--- config.mk ---
export PLATFORM = sky130hd
export DESIGN_NAME = single_axis_transpose_addr_gen_unit_flat
export DESIGN_NICKNAME = d
export VERILOG_FILES = /design/src/hw/rtl/satag_pkg.sv /design/src/hw/rtl/satag_if.sv /design/src/hw/rtl/satag_cfg.sv /design/src/hw/rtl/satag_walk.sv /design/src/hw/rtl/satag_oreg.sv /design/src/hw/rtl/single_axis_transpose_addr_gen_unit.sv /design/src/flat_wrapper.sv
export SDC_FILE = /design/constraint.sdc
export NUM_CORES = 2
export LEC_CHECK = 0
export BUFFER_PORTS_ARGS = -buffer_cell sky130_fd_sc_hd__buf_2
export CELL_PAD_IN_SITES_DETAIL_PLACEMENT = 0
export CELL_PAD_IN_SITES_GLOBAL_PLACEMENT = 1
export CORE_ASPECT_RATIO = 1.75
export CORE_MARGIN = 5
export CORE_UTILIZATION = 49
export CTS_CLUSTER_DIAMETER = 120
export DETAILED_ROUTE_END_ITERATION = 10
export PLACE_DENSITY = 0.88
export SLEW_MARGIN = 20
export SYNTH_ARGS = -nofsm -noshare
export SYNTH_HDL_FRONTEND = slang
export SYNTH_SLANG_ARGS = --single-unit
--- constraint.sdc ---
create_clock -name clk_i -period 7.6 [get_ports clk_i]
set_clock_uncertainty 0.2 [all_clocks]
set_input_delay 1.14 -clock clk_i [delete_from_list [all_inputs] [get_ports clk_i]]
set_output_delay 1.14 -clock clk_i [all_outputs]
set_load 0.02 [all_outputs]
--- src/hw/rtl/satag_pkg.sv ---
// Shared types, widths and helpers for the single-axis transpose address generator.
// No dependencies.
package satag_pkg;

  localparam int unsigned ADDR_W = 24;
  localparam int unsigned DIM_W  = 12;
  localparam int unsigned LEN_W  = DIM_W + 1;
  localparam int unsigned CFG_W  = 13;
  localparam int unsigned IDX_W  = 2;
  localparam int unsigned SETTLE_CYCLES = 2;
  localparam int unsigned SETTLE_W = 2;

  typedef enum logic [IDX_W-1:0] {
    REG_OUTER  = 2'd0,
    REG_AXIS   = 2'd1,
    REG_MIDDLE = 2'd2,
    REG_BLOCK  = 2'd3
  } reg_idx_e;

  typedef logic [ADDR_W-1:0] addr_t;
  typedef logic [DIM_W-1:0]  pos_t;
  typedef logic [LEN_W-1:0]  len_t;

  typedef struct packed {
    len_t  o_len;
    len_t  a_len;
    len_t  m_len;
    len_t  b_len;
    addr_t amb_stride;
    addr_t axis_step;
  } geom_t;

  typedef struct packed {
    addr_t source_index;
    addr_t dest_index;
    logic  last;
    logic  valid_res;
  } res_t;

  // zero acts as one, anything above 2^DIM_W saturates
  function automatic len_t eff_len(input logic [CFG_W-1:0] v);
    logic [31:0] cap;
    cap = 32'd1 << DIM_W;
    if (v == '0) begin
      return LEN_W'(1);
    end else if (32'(v) > cap) begin
      return LEN_W'(cap);
    end else begin
      return LEN_W'(v);
    end
  endfunction

endpackage

--- src/hw/rtl/satag_if.sv ---
// Handshake channel interfaces: start/advance items, index-pair results, config writes.
// Depends on satag_pkg.
interface satag_in_if;
  logic valid;
  logic ready;
  logic start_req;
  modport source (output valid, output start_req, input ready);
  modport sink (input valid, input start_req, output ready);
endinterface

interface satag_out_if;
  logic                  valid;
  logic                  ready;
  satag_pkg::addr_t      source_index;
  satag_pkg::addr_t      dest_index;
  logic                  last;
  logic                  valid_res;
  modport source (output valid, output source_index, output dest_index, output last,
                  output valid_res, input ready);
  modport sink (input valid, input source_index, input dest_index, input last,
                input valid_res, output ready);
endinterface

interface satag_cfg_if;
  logic                              valid;
  logic                              ready;
  logic [satag_pkg::IDX_W-1:0]       index;
  logic [satag_pkg::CFG_W-1:0]       data;
  modport source (output valid, output index, output data, input ready);
  modport sink (input valid, input index, input data, output ready);
endinterface

--- src/hw/rtl/satag_cfg.sv ---
// Config registers (stored as effective lengths) and the derived address strides.
// After a write mb settles, then the strides from it. Depends on satag_pkg.
module satag_cfg (
  input  logic                        clk_i,
  input  logic                        rst_ni,
  input  logic                        wr_en_i,
  input  logic [satag_pkg::IDX_W-1:0] wr_idx_i,
  input  logic [satag_pkg::CFG_W-1:0] wr_data_i,
  output satag_pkg::geom_t            geom_o,
  output logic                        settled_o
);

  satag_pkg::len_t  o_len_q, a_len_q, m_len_q, b_len_q;
  satag_pkg::addr_t mb_q, mb_d, amb_q, amb_d, step_q, step_d;
  logic [satag_pkg::SETTLE_W-1:0] settle_q, settle_d;
  satag_pkg::len_t  wr_len;

  assign wr_len = satag_pkg::eff_len(wr_data_i);

  always_ff @(posedge clk_i or negedge rst_ni) begin
    if (!rst_ni) begin
      o_len_q <= satag_pkg::LEN_W'(1);
      a_len_q <= satag_pkg::LEN_W'(1);
      m_len_q <= satag_pkg::LEN_W'(1);
      b_len_q <= satag_pkg::LEN_W'(1);
    end else if (wr_en_i) begin
      case (satag_pkg::reg_idx_e'(wr_idx_i))
        satag_pkg::REG_OUTER:  o_len_q <= wr_len;
        satag_pkg::REG_AXIS:   a_len_q <= wr_len;
        satag_pkg::REG_MIDDLE: m_len_q <= wr_len;
        satag_pkg::REG_BLOCK:  b_len_q <= wr_len;
        default: ;
      endcase
    end
  end

  always_comb begin
    mb_d   = satag_pkg::ADDR_W'(m_len_q) * satag_pkg::ADDR_W'(b_len_q);
    amb_d  = satag_pkg::ADDR_W'(a_len_q) * mb_q;
    step_d = mb_q - satag_pkg::ADDR_W'(b_len_q) + satag_pkg::ADDR_W'(1);
    if (wr_en_i) begin
      settle_d = satag_pkg::SETTLE_W'(satag_pkg::SETTLE_CYCLES);
    end else if (settle_q != '0) begin
      settle_d = settle_q - satag_pkg::SETTLE_W'(1);
    end else begin
      settle_d = settle_q;
    end
  end

  always_ff @(posedge clk_i or negedge rst_ni) begin
    if (!rst_ni) begin
      mb_q     <= satag_pkg::ADDR_W'(1);
      amb_q    <= satag_pkg::ADDR_W'(1);
      step_q   <= satag_pkg::ADDR_W'(1);
      settle_q <= '0;
    end else begin
      mb_q     <= mb_d;
      amb_q    <= amb_d;
      step_q   <= step_d;
      settle_q <= settle_d;
    end
  end

  assign geom_o.o_len      = o_len_q;
  assign geom_o.a_len      = a_len_q;
  assign geom_o.m_len      = m_len_q;
  assign geom_o.b_len      = b_len_q;
  assign geom_o.amb_stride = amb_q;
  assign geom_o.axis_step  = step_q;
  assign settled_o         = (settle_q == '0);

endmodule

--- src/hw/rtl/satag_walk.sv ---
// Loop counters and running address bases; forms the result of each accepted item.
// Depends on satag_pkg.
module satag_walk (
  input  logic                  clk_i,
  input  logic                  rst_ni,
  input  logic                  accept_i,
  input  logic                  start_req_i,
  input  satag_pkg::geom_t      geom_i,
  output satag_pkg::res_t       res_o
);

  satag_pkg::pos_t  outer_q, outer_d, middle_q, middle_d, axis_q, axis_d, blk_q, blk_d;
  satag_pkg::addr_t obase_q, obase_d, rbase_q, rbase_d, raddr_q, raddr_d, waddr_q, waddr_d;
  logic             finished_q, finished_d;
  logic             blk_more, axis_more, mid_more, outer_more, is_last;

  always_comb begin
    blk_more   = (satag_pkg::LEN_W'(blk_q) + satag_pkg::LEN_W'(1)) < geom_i.b_len;
    axis_more  = (satag_pkg::LEN_W'(axis_q) + satag_pkg::LEN_W'(1)) < geom_i.a_len;
    mid_more   = (satag_pkg::LEN_W'(middle_q) + satag_pkg::LEN_W'(1)) < geom_i.m_len;
    outer_more = (satag_pkg::LEN_W'(outer_q) + satag_pkg::LEN_W'(1)) < geom_i.o_len;

    outer_d = outer_q;
    middle_d = middle_q;
    axis_d = axis_q;
    blk_d = blk_q;
    obase_d = obase_q;
    rbase_d = rbase_q;
    raddr_d = raddr_q;
    waddr_d = waddr_q;

    if (start_req_i) begin
      outer_d = '0;
      middle_d = '0;
      axis_d = '0;
      blk_d = '0;
      obase_d = '0;
      rbase_d = '0;
      raddr_d = '0;
      waddr_d = '0;
    end else if (!finished_q) begin
      waddr_d = waddr_q + satag_pkg::ADDR_W'(1);
      if (blk_more) begin
        blk_d = blk_q + satag_pkg::DIM_W'(1);
        raddr_d = raddr_q + satag_pkg::ADDR_W'(1);
      end else begin
        blk_d = '0;
        if (axis_more) begin
          axis_d = axis_q + satag_pkg::DIM_W'(1);
          raddr_d = raddr_q + geom_i.axis_step;
        end else begin
          axis_d = '0;
          if (mid_more) begin
            middle_d = middle_q + satag_pkg::DIM_W'(1);
            rbase_d = rbase_q + satag_pkg::ADDR_W'(geom_i.b_len);
            raddr_d = rbase_d;
          end else begin
            middle_d = '0;
            outer_d = outer_more ? outer_q + satag_pkg::DIM_W'(1) : '0;
            obase_d = obase_q + geom_i.amb_stride;
            rbase_d = obase_d;
            raddr_d = obase_d;
          end
        end
      end
    end

    is_last = ((satag_pkg::LEN_W'(outer_d) + satag_pkg::LEN_W'(1)) >= geom_i.o_len) &&
              ((satag_pkg::LEN_W'(middle_d) + satag_pkg::LEN_W'(1)) >= geom_i.m_len) &&
              ((satag_pkg::LEN_W'(axis_d) + satag_pkg::LEN_W'(1)) >= geom_i.a_len) &&
              ((satag_pkg::LEN_W'(blk_d) + satag_pkg::LEN_W'(1)) >= geom_i.b_len);

    if (start_req_i || !finished_q) begin
      finished_d         = is_last;
      res_o.source_index = raddr_d;
      res_o.dest_index   = waddr_d;
      res_o.last         = is_last;
      res_o.valid_res    = 1'b1;
    end else begin
      finished_d         = finished_q;
      res_o              = '0;
    end
  end

  always_ff @(posedge clk_i or negedge rst_ni) begin
    if (!rst_ni) begin
      outer_q    <= '0;
      middle_q   <= '0;
      axis_q     <= '0;
      blk_q      <= '0;
      obase_q    <= '0;
      rbase_q    <= '0;
      raddr_q    <= '0;
      waddr_q    <= '0;
      finished_q <= 1'b1;
    end else if (accept_i) begin
      outer_q    <= outer_d;
      middle_q   <= middle_d;
      axis_q     <= axis_d;
      blk_q      <= blk_d;
      obase_q    <= obase_d;
      rbase_q    <= rbase_d;
      raddr_q    <= raddr_d;
      waddr_q    <= waddr_d;
      finished_q <= finished_d;
    end
  end

endmodule

--- src/hw/rtl/satag_oreg.sv ---
// Output register holding one result item until the receiver takes it.
// Depends on satag_pkg.
module satag_oreg (
  input  logic             clk_i,
  input  logic             rst_ni,
  input  logic             load_i,
  input  satag_pkg::res_t  res_i,
  input  logic             out_ready_i,
  output logic             out_valid_o,
  output satag_pkg::res_t  res_o,
  output logic             free_o
);

  logic            valid_q, valid_d;
  satag_pkg::res_t res_q;

  assign free_o  = !valid_q || out_ready_i;
  assign valid_d = load_i ? 1'b1 : (out_ready_i ? 1'b0 : valid_q);

  always_ff @(posedge clk_i or negedge rst_ni) begin
    if (!rst_ni) begin
      valid_q <= 1'b0;
    end else begin
      valid_q <= valid_d;
    end
  end

  always_ff @(posedge clk_i) begin
    if (load_i) begin
      res_q <= res_i;
    end
  end

  assign out_valid_o = valid_q;
  assign res_o       = res_q;

endmodule

--- src/hw/rtl/single_axis_transpose_addr_gen_unit.sv ---
// Top level of the single-axis transpose address generator.
// Depends on satag_pkg, satag_if, satag_cfg, satag_walk, satag_oreg.
//
// Usage:
//  - cfg_i writes outer_count (0), axis_len (1), middle_len (2), block_len (3);
//    always ready. Write only while no item is outstanding.
//  - in_i takes one item per ready cycle: start_req=1 restarts at element 0,
//    start_req=0 steps to the next element of outer x middle x axis x block order.
//  - out_o gives one result per item: source_index, dest_index, last, and
//    valid_res (0 when the pass is finished and no restart came).
//  - Latency: the result is registered, visible the cycle after the item is taken.
//  - Throughput: one item per ready cycle, set by the single counter/base update.
//  - After a config write in_i.ready is low while the stride
//    multipliers (middle*block, then axis*middle*block) settle.
//  - A stalled receiver holds the output register; a new item is taken in the
//    same cycle the held result leaves.
//  - Reset: all lengths 1, counters and bases 0, pass finished until a start.
module single_axis_transpose_addr_gen_unit (
  input  logic        clk_i,
  input  logic        rst_ni,
  satag_cfg_if.sink   cfg_i,
  satag_in_if.sink    in_i,
  satag_out_if.source out_o
);

  satag_pkg::geom_t geom;
  satag_pkg::res_t  walk_res, out_res;
  logic             settled, free, accept;

  assign cfg_i.ready = 1'b1;
  assign in_i.ready  = settled && free;
  assign accept      = in_i.valid && in_i.ready;

  satag_cfg u_cfg (
    .clk_i     (clk_i),
    .rst_ni    (rst_ni),
    .wr_en_i   (cfg_i.valid),
    .wr_idx_i  (cfg_i.index),
    .wr_data_i (cfg_i.data),
    .geom_o    (geom),
    .settled_o (settled)
  );

  satag_walk u_walk (
    .clk_i       (clk_i),
    .rst_ni      (rst_ni),
    .accept_i    (accept),
    .start_req_i (in_i.start_req),
    .geom_i      (geom),
    .res_o       (walk_res)
  );

  satag_oreg u_oreg (
    .clk_i       (clk_i),
    .rst_ni      (rst_ni),
    .load_i      (accept),
    .res_i       (walk_res),
    .out_ready_i (out_o.ready),
    .out_valid_o (out_o.valid),
    .res_o       (out_res),
    .free_o      (free)
  );

  assign out_o.source_index = out_res.source_index;
  assign out_o.dest_index   = out_res.dest_index;
  assign out_o.last         = out_res.last;
  assign out_o.valid_res    = out_res.valid_res;

endmodule
--- src/flat_wrapper.sv ---
// flat-port wrapper written by rule: the top's interface ports become plain ports
module single_axis_transpose_addr_gen_unit_flat 
  (clk_i, rst_ni, cfg_i_valid, cfg_i_index, cfg_i_data, cfg_i_ready, in_i_valid, in_i_start_req, in_i_ready, out_o_valid, out_o_source_index, out_o_dest_index, out_o_last, out_o_valid_res, out_o_ready);
  satag_cfg_if cfg_i_i ();
  satag_in_if in_i_i ();
  satag_out_if out_o_i ();
  input  logic clk_i;
  input  logic rst_ni;
  input wire logic [$bits(cfg_i_i.valid)-1:0] cfg_i_valid;
  input wire logic [$bits(cfg_i_i.index)-1:0] cfg_i_index;
  input wire logic [$bits(cfg_i_i.data)-1:0] cfg_i_data;
  output wire logic [$bits(cfg_i_i.ready)-1:0] cfg_i_ready;
  input wire logic [$bits(in_i_i.valid)-1:0] in_i_valid;
  input wire logic [$bits(in_i_i.start_req)-1:0] in_i_start_req;
  output wire logic [$bits(in_i_i.ready)-1:0] in_i_ready;
  output wire logic [$bits(out_o_i.valid)-1:0] out_o_valid;
  output wire logic [$bits(out_o_i.source_index)-1:0] out_o_source_index;
  output wire logic [$bits(out_o_i.dest_index)-1:0] out_o_dest_index;
  output wire logic [$bits(out_o_i.last)-1:0] out_o_last;
  output wire logic [$bits(out_o_i.valid_res)-1:0] out_o_valid_res;
  input wire logic [$bits(out_o_i.ready)-1:0] out_o_ready;
  assign cfg_i_i.valid = cfg_i_valid;
  assign cfg_i_i.index = cfg_i_index;
  assign cfg_i_i.data = cfg_i_data;
  assign cfg_i_ready = cfg_i_i.ready;
  assign in_i_i.valid = in_i_valid;
  assign in_i_i.start_req = in_i_start_req;
  assign in_i_ready = in_i_i.ready;
  assign out_o_valid = out_o_i.valid;
  assign out_o_source_index = out_o_i.source_index;
  assign out_o_dest_index = out_o_i.dest_index;
  assign out_o_last = out_o_i.last;
  assign out_o_valid_res = out_o_i.valid_res;
  assign out_o_i.ready = out_o_ready;
  single_axis_transpose_addr_gen_unit u_core (.clk_i(clk_i), .rst_ni(rst_ni), .cfg_i(cfg_i_i), .in_i(in_i_i), .out_o(out_o_i));
endmodule
=== Word level (Yosys, flattened, before mapping) ===
Cells that the tools add are included.

* Register bits: 322
* Latch bits: 0
* Bits in writable memories: 0
* Bits in read-only memories: 0
* Output and inout port bits: 53
* Memories kept: 0

* Add/subtract/negate cells: 20
* Multiply operators: 2
* Div/mod/pow operators: 0
* $lt $le $gt $ge: 9
* Equal/unequal tests: 7
* Shift-type cells: 0
* Muxes and demuxes: 41
* Bitwise operators: 0
* Reductions and logical operators: 22

{| class="wikitable"
|+ Operators with widths
! kind !! count
|-
| two-way mux 24 bit || 16
|-
| two-way mux 12 bit || 18
|-
| adder 12 x 1 -> 13 bit, second input constant || 8
|-
| adder 24 x 1 -> 24 bit, second input constant || 3
|-
| greater-or-equal comparator 13 bit || 4
|-
| < comparator 13 bit || 4
|-
| adder 12 x 1 -> 12 bit, second input constant || 4
|-
| adder 24 bit || 2
|-
| two-way mux 13 bit || 2
|-
| adder 24 x 13 -> 24 bit || 1
|-
| multiplier 13 x 13 -> 24 bit || 1
|-
| multiplier 13 x 24 -> 24 bit || 1
|-
| subtractor 24 x 13 -> 24 bit || 1
|-
| > comparator 13 bit, second input constant || 1
|-
| zero test 13 bit || 1
|-
| AND reduction 2 bit || 5
|-
| != test 2 bit, second input constant || 4
|-
| nonzero test 2 bit || 3
|-
| logical AND 1 bit || 5
|-
| AND reduction 5 bit || 1
|-
| == test 2 bit, second input constant || 2
|-
| zero test 2 bit || 2
|-
| two-way mux 2 bit || 2
|-
| AND reduction 4 bit || 1
|-
| other kinds (5) || 9
|}

=== Logic depth before layout (Yosys ltp) ===
* Depth after elaboration: 13
* Mapped depth: 31
* Gate-level depth less buffers: 28

=== Hierarchy ===
From an unflattened synthesis, not the netlist that was laid out.

* Cell total of the unflattened synthesis: 3872
* Area, all modules: 34327.9 um^2

{| class="wikitable"
|+ By module, submodules not included
! module !! instances !! cells an instance !! area an instance (um^2) !! sequential area each (um^2)
|-
| satag_cfg || 1 || 1866 || 17194.0 || 3161.8
|-
| satag_walk || 1 || 1949 || 15561.2 || 3629.7
|-
| satag_oreg || 1 || 53 || 1549.0 || 1526.5
|-
| single_axis_transpose_addr_gen_unit || 1 || 4 || 23.8 || 0.0
|}

=== Least setup slack after synthesis ===
Ideal clock, no wire load.

* Path type: register to register
* From: register u_core.u_walk.blk_q[0]
* To: register u_core.u_walk.finished_q
* Setup time: 0.062 ns
* Arrival time: 5.627 ns
* Required time: 7.338 ns
* Setup slack: 1.711 ns
* Cell stages (with the launch flop): 28
* Period minus slack after synthesis: 5.889 ns
* Path through: dfrtp_1 ha_1 and3_1 and3_1 and3_1 and3_1 ha_1 and4_1 buf_2 nand4_1 o2bb2ai_1 or2_1 buf_4 o211ai_1 buf_2 or3_1 a21oi_2 ha_1 or3b_1 nand3b_1 nor3b_1 ha_1 o21a_1 o22ai_1 or3_1 a211o_1 a211oi_1 a22o_1

* Cells in the longest elaborated chain, start to end: 10

{| class="wikitable"
|+ Ends and longest elaborated chain
! item !! line !! text
|-
| start, declared || satag_walk.sv:12 || <nowiki>satag_pkg::pos_t outer_q, outer_d, middle_q, middle_d, axis_q, axis_d, blk_q, blk_d;</nowiki>
|-
| start signal, assigned || satag_walk.sv:100 || <nowiki>blk_q <= blk_d;</nowiki>
|-
| adder 12 x 1 -> 13 bit || satag_walk.sv:18 || <nowiki>blk_more = (satag_pkg::LEN_W'(blk_q) + satag_pkg::LEN_W'(1)) < geom_i.b_len;</nowiki>
|-
| < comparator 13 bit || satag_walk.sv:18 ||
|-
| two-way mux 12 bit || satag_walk.sv:43 || <nowiki>if (blk_more) begin</nowiki>
|-
| two-way mux 12 bit || satag_walk.sv:41 || <nowiki>end else if (!finished_q) begin</nowiki>
|-
| two-way mux 12 bit || satag_walk.sv:32 || <nowiki>if (start_req_i) begin</nowiki>
|-
| net u_core.u_walk.outer_d[0] || satag_walk.sv:12 ||
|-
| adder 12 x 1 -> 13 bit || satag_walk.sv:68 || <nowiki>is_last = ((satag_pkg::LEN_W'(outer_d) + satag_pkg::LEN_W'(1)) >= geom_i.o_len) &&</nowiki>
|-
| greater-or-equal comparator 13 bit || satag_walk.sv:68 ||
|-
| logical AND 1 bit || satag_walk.sv:68 ||
|-
| logical AND 1 bit || satag_walk.sv:69 || <nowiki>((satag_pkg::LEN_W'(middle_d) + satag_pkg::LEN_W'(1)) >= geom_i.m_len) &&</nowiki>
|-
| logical AND 1 bit || satag_walk.sv:70 || <nowiki>((satag_pkg::LEN_W'(axis_d) + satag_pkg::LEN_W'(1)) >= geom_i.a_len) &&</nowiki>
|-
| end signal, assigned || satag_walk.sv:105 || <nowiki>finished_q <= finished_d;</nowiki>
|-
| end, declared || satag_walk.sv:14 || <nowiki>logic finished_q, finished_d;</nowiki>
|}

The timed path passes the listed nets, and every way through them passes these cells.
A chain may end at the register's enable or synchronous reset.

=== Worst setup path after layout ===
* From: register u_core.u_walk.middle_q[0]
* To: register u_core.u_walk.finished_q

* Cells in the longest elaborated chain, start to end: 12

{| class="wikitable"
|+ Ends and longest elaborated chain
! item !! line !! text
|-
| start, declared || satag_walk.sv:12 ||
|-
| start signal, assigned || satag_walk.sv:98 || <nowiki>middle_q <= middle_d;</nowiki>
|-
| adder 12 x 1 -> 13 bit || satag_walk.sv:20 || <nowiki>mid_more = (satag_pkg::LEN_W'(middle_q) + satag_pkg::LEN_W'(1)) < geom_i.m_len;</nowiki>
|-
| < comparator 13 bit || satag_walk.sv:20 ||
|-
| two-way mux 12 bit || satag_walk.sv:53 || <nowiki>if (mid_more) begin</nowiki>
|-
| two-way mux 12 bit || satag_walk.sv:48 || <nowiki>if (axis_more) begin</nowiki>
|-
| two-way mux 12 bit || satag_walk.sv:43 ||
|-
| two-way mux 12 bit || satag_walk.sv:41 ||
|-
| two-way mux 12 bit || satag_walk.sv:32 ||
|-
| net u_core.u_walk.outer_d[0] || satag_walk.sv:12 ||
|-
| adder 12 x 1 -> 13 bit || satag_walk.sv:68 ||
|-
| greater-or-equal comparator 13 bit || satag_walk.sv:68 ||
|-
| logical AND 1 bit || satag_walk.sv:68 ||
|-
| logical AND 1 bit || satag_walk.sv:69 ||
|-
| logical AND 1 bit || satag_walk.sv:70 ||
|}

The timed path passes the listed nets, and every way through them passes these cells.

==> key figures <==
Layout
  – Multi-input logic area: 22900 sq um
  – NumNets Final: 4386
  – N_diodes: 0
  – Finished Core Util: 52.9%
  – Sequential standard cell area: 8320 sq um
  – Layout cell share with drive strength beyond 1: 6.05%
  – Area grow syn2layout: 6.96%
  – Fillers: 6399

Synthesis
  – Post-synthesis compound-gate area fraction: 13.7%
  – Mapped Area: 33400 sq um
  – Post-Synth Simple-Gate Area: 17.6%
  – Prevailing post-synth register cell: dfrtp_1
  – Mux cell area share after synthesis: 0.937%
  – Post-synth cell types: 99
  – Async SR Flop Fraction: 84.5%
  – Seq/Total Area, Yosys: 24.9%
  – Syn Area/Cell: 8.82 sq um
  – Number of flops mapped to enable cells by yosys: 50
  – Post-Syn Nets: 4408
  – Largest family of logic cells by synthesized area: adder cells
  – Yosys reg bits: 322
  – Post-Synth XOR/XNOR Area: 7.07%
  – Yosys warning total: 0
  – Synthesized instance count: 3782
  – Adder-Cell Fraction of Synth Area: 29.3%

Clock tree
  – Hold buffer count at CTS: 0
  – CTS tree: built
  – Sink Count: 322
  – Worst skew pair latency: 0.55 ns
  – CTS max path bufs: 3
  – CTS Buf Count: 34
  – CTS clk-pin slew, worst paths: 0.07 ns
  – Root buf cell: clkbuf_16
  – H-tree levels: 2
  – Post-cts gate resize count: 0
  – Post-CTS Repair Setup Buffers: 0

GRT
  – Largest net degree at the start of global routing: 114
  – First-pass GRT wire length: 154000 microns
  – GRT Total Usage: 26.3%
  – Gr ovfl total: 0
  – Antenna violations before repair: 1
  – Number of global-route vias before repair: 27800

Drt
  – Avg Vias per Cell: 5.82
  – DRC violations left: 0
  – DR iter-0 viols: 1719
  – Routed via count: 27200
  – Drt first pass iters: 7
  – Final WL: 98100 microns
  – DRT antenna net count: 0
  – Routed len/inst: 21.0 microns

Floorplan
  – Initial Utilization: 49.5%
  – Num rows: 126
  – CORE AREA: 67500 sq um
  – Full die area: 73600 sq um
  – Chip Height: 355 microns
  – Num ports: 74
  – Chip width: 207 microns

STA
  – Worst Tran Pin Value: 1.07 ns
  – Fin worst setup slack: 0.692 ns
  – Hold Violations, Final: 0
  – Setup TNS: 0 ns
  – Hold Slack: 0.285 ns
  – Fmax: 145 MHz
  – Slew Limit Fails: 0
  – Post-route clock period utilization: 90.9%
  – Post-layout min period: 6.91 ns
  – RSZ-0062 raised after global routing: false
  – Final setup fails: 0
  – Rel. slew slack: 28.3%

Critical path
  – Startpoint Class: flip-flop
  – CP endpoint kind: flip-flop
  – CP required: 7.89 ns
  – Critical path class: flip-flop to flip-flop
  – R2R Setup Slk: 0.69 ns
  – Worst EP arrival: 7.20 ns
  – CP Max Fanout: 11

Power and ir drop
  – Pwr Density: 296 nW/um^2
  – Switching power: 4.96 mW
  – Power Internal: 5.59 mW
  – Worst vdd ir: 0.266 mV
  – Pwr Total: 10.6 mW
  – Leakage: 16.9 nW
  – Combinational power share: 58.1%
  – Clock network fraction of design power: 16.5%
  – Reg power frac: 25.4%
  – Net Sw Frac: 47.0%

Placed design
  – DP Worst Slack: 0.819 ns
  – DP Wirelength: 77400 microns
  – GP Congestion: 0.951
  – # port buffers: 72

Run
  – Maxcap violations: 0

Hold path
  – Min-Delay Path Class: flip-flop to flip-flop

Status
  – Status: complete, no violations
[final cells by class]
| class | instances | share of cell area, % |
|---|---|---|
| flip-flops and latches | 322 | 23.3 |
| clock inverters | 17 | 0.491 |
| repair buffers | 114 | 1.96 |
| multi-input cells | 2890 | 64.3 |
| inverters | 398 | 4.19 |
| well taps | 896 | 3.14 |
| clock buffers | 44 | 2.66 |
[Yosys cell counts, types with 50 or more instances]
| cell | count | area [sq um] |
|---|---|---|
| xor2_1 | 101 | 885 |
| fa_1 | 293 | 5870 |
| nor2_1 | 260 | 976 |
| o21ai_0 | 213 | 1070 |
| a21o_1 | 54 | 405 |
| and2_1 | 99 | 619 |
| xnor2_1 | 166 | 1450 |
| nand3_1 | 85 | 425 |
| edfxtp_1 | 50 | 1500 |
| dfrtp_1 | 264 | 6610 |
| ha_1 | 312 | 3900 |
| a21oi_1 | 141 | 706 |
| nand2_1 | 595 | 2230 |
| inv_1 | 394 | 1480 |
| nor3_1 | 50 | 250 |
| clkbuf_1 | 145 | 544 |
| a22o_1 | 51 | 447 |
[cells by family (layout without fill, tap and decap cells)]
family,count (synthesis),in the layout
compound gates,698,698
buf+inv,570,573
simple gates,1288,1288
fa+ha+maj,605,605
flops,322,322
xor+xnor,268,268
mux,30,30
other cells,1,1
[path summary, 6_finish.rpt]
path	startpoint	endpoint	cells past startpoint
worst max-delay path	u_core.u_walk.middle_q[0]	u_core.u_walk.finished_q	24
worst min-delay path	u_core.u_cfg.o_len_q[2]	u_core.u_cfg.o_len_q[2]	2
worst max register to register	u_core.u_walk.middle_q[0]	u_core.u_walk.finished_q	24
worst min register to register	u_core.u_cfg.o_len_q[2]	u_core.u_cfg.o_len_q[2]	2
max in group asynchronous	rst_ni	u_core.u_walk.waddr_q[10]	2
min in group asynchronous	rst_ni	u_core.u_cfg.mb_q[21]	1
[per-stage QoR]
| step | instance area (sq um) | std cells |
|---|---|---|
| 6_report | 35700 | 4681 |
| 5_1_grt | 35700 | 4681 |
| 4_1_cts | 35700 | 4681 |
| 3_5_place_dp | 34600 | 4620 |
| 3_3_place_gp | 34600 | 4620 |
| 2_1_floorplan | 33400 | 3782 |
[power groups by stage]
stage	sequential (mW)	combinational [mW]	clock [mW]
CTS	2.66	6.16	1.77
detailed placement	2.69	6.12	0
floorplan	2.41	4.50	0
finish	2.68	6.14	1.74
global placement	2.69	6.01	0
global route	2.72	6.84	1.82
[worst max-delay path: stages, from the launching register on]
cell and delay (ns):
dfrtp_1 0.42, ha_1 0.22, and3_1 0.20, and3_1 0.30, nand3_1 0.13, xnor2_1 0.35, ha_1 0.32, a21o_1 0.16
a21oi_1 0.18, o21ai_1 0.10, o311a_1 0.48, o211ai_1 0.76, nand2_1 0.15, a21oi_2 0.28, ha_1 0.23, or3b_1 0.43
nand3b_1 0.23, nor3b_1 0.26, ha_1 0.16, o21a_1 0.12, o22ai_1 0.06, or3_1 0.35, a211o_1 0.27, a211oi_1 0.30
a22o_1 0.20
[metal layers]
layer  vias up  wire, microns  GRT usage [%]
li1      12600              -              -
met1     13400          34700           28.7
met2       879          50100           47.0
met3       353           4360           3.05
met4         2           8940           19.5
met5         -             18              0
[sequential cells by signal (all words and copies together) (netlist names), 24 cells and up]
| register | cells |
|---|---|
| u_core.u_walk.raddr_q | 24 |
| u_core.u_cfg.step_q | 24 |
| u_core.u_walk.rbase_q | 24 |
| u_core.u_walk.obase_q | 24 |
| u_core.u_cfg.amb_q | 24 |
| u_core.u_walk.waddr_q | 24 |
| u_core.u_cfg.mb_q | 24 |
| u_core.u_oreg.res_o | 50 |
[cell usage in the layout (no fill, tap or decap), types with 51 or more instances in the layout]
cell type / n
a21o_1: 54
a21oi_1: 141
a22o_1: 51
and2_1: 99
buf_2: 71
dfrtp_1: 264
fa_1: 293
ha_1: 312
inv_1: 393
nand2_1: 594
nand3_1: 85
nor2_1: 257
o21ai_0: 213
xnor2_1: 166
xor2_1: 101
No activity file was read; power rests on OpenSTA's default activity.
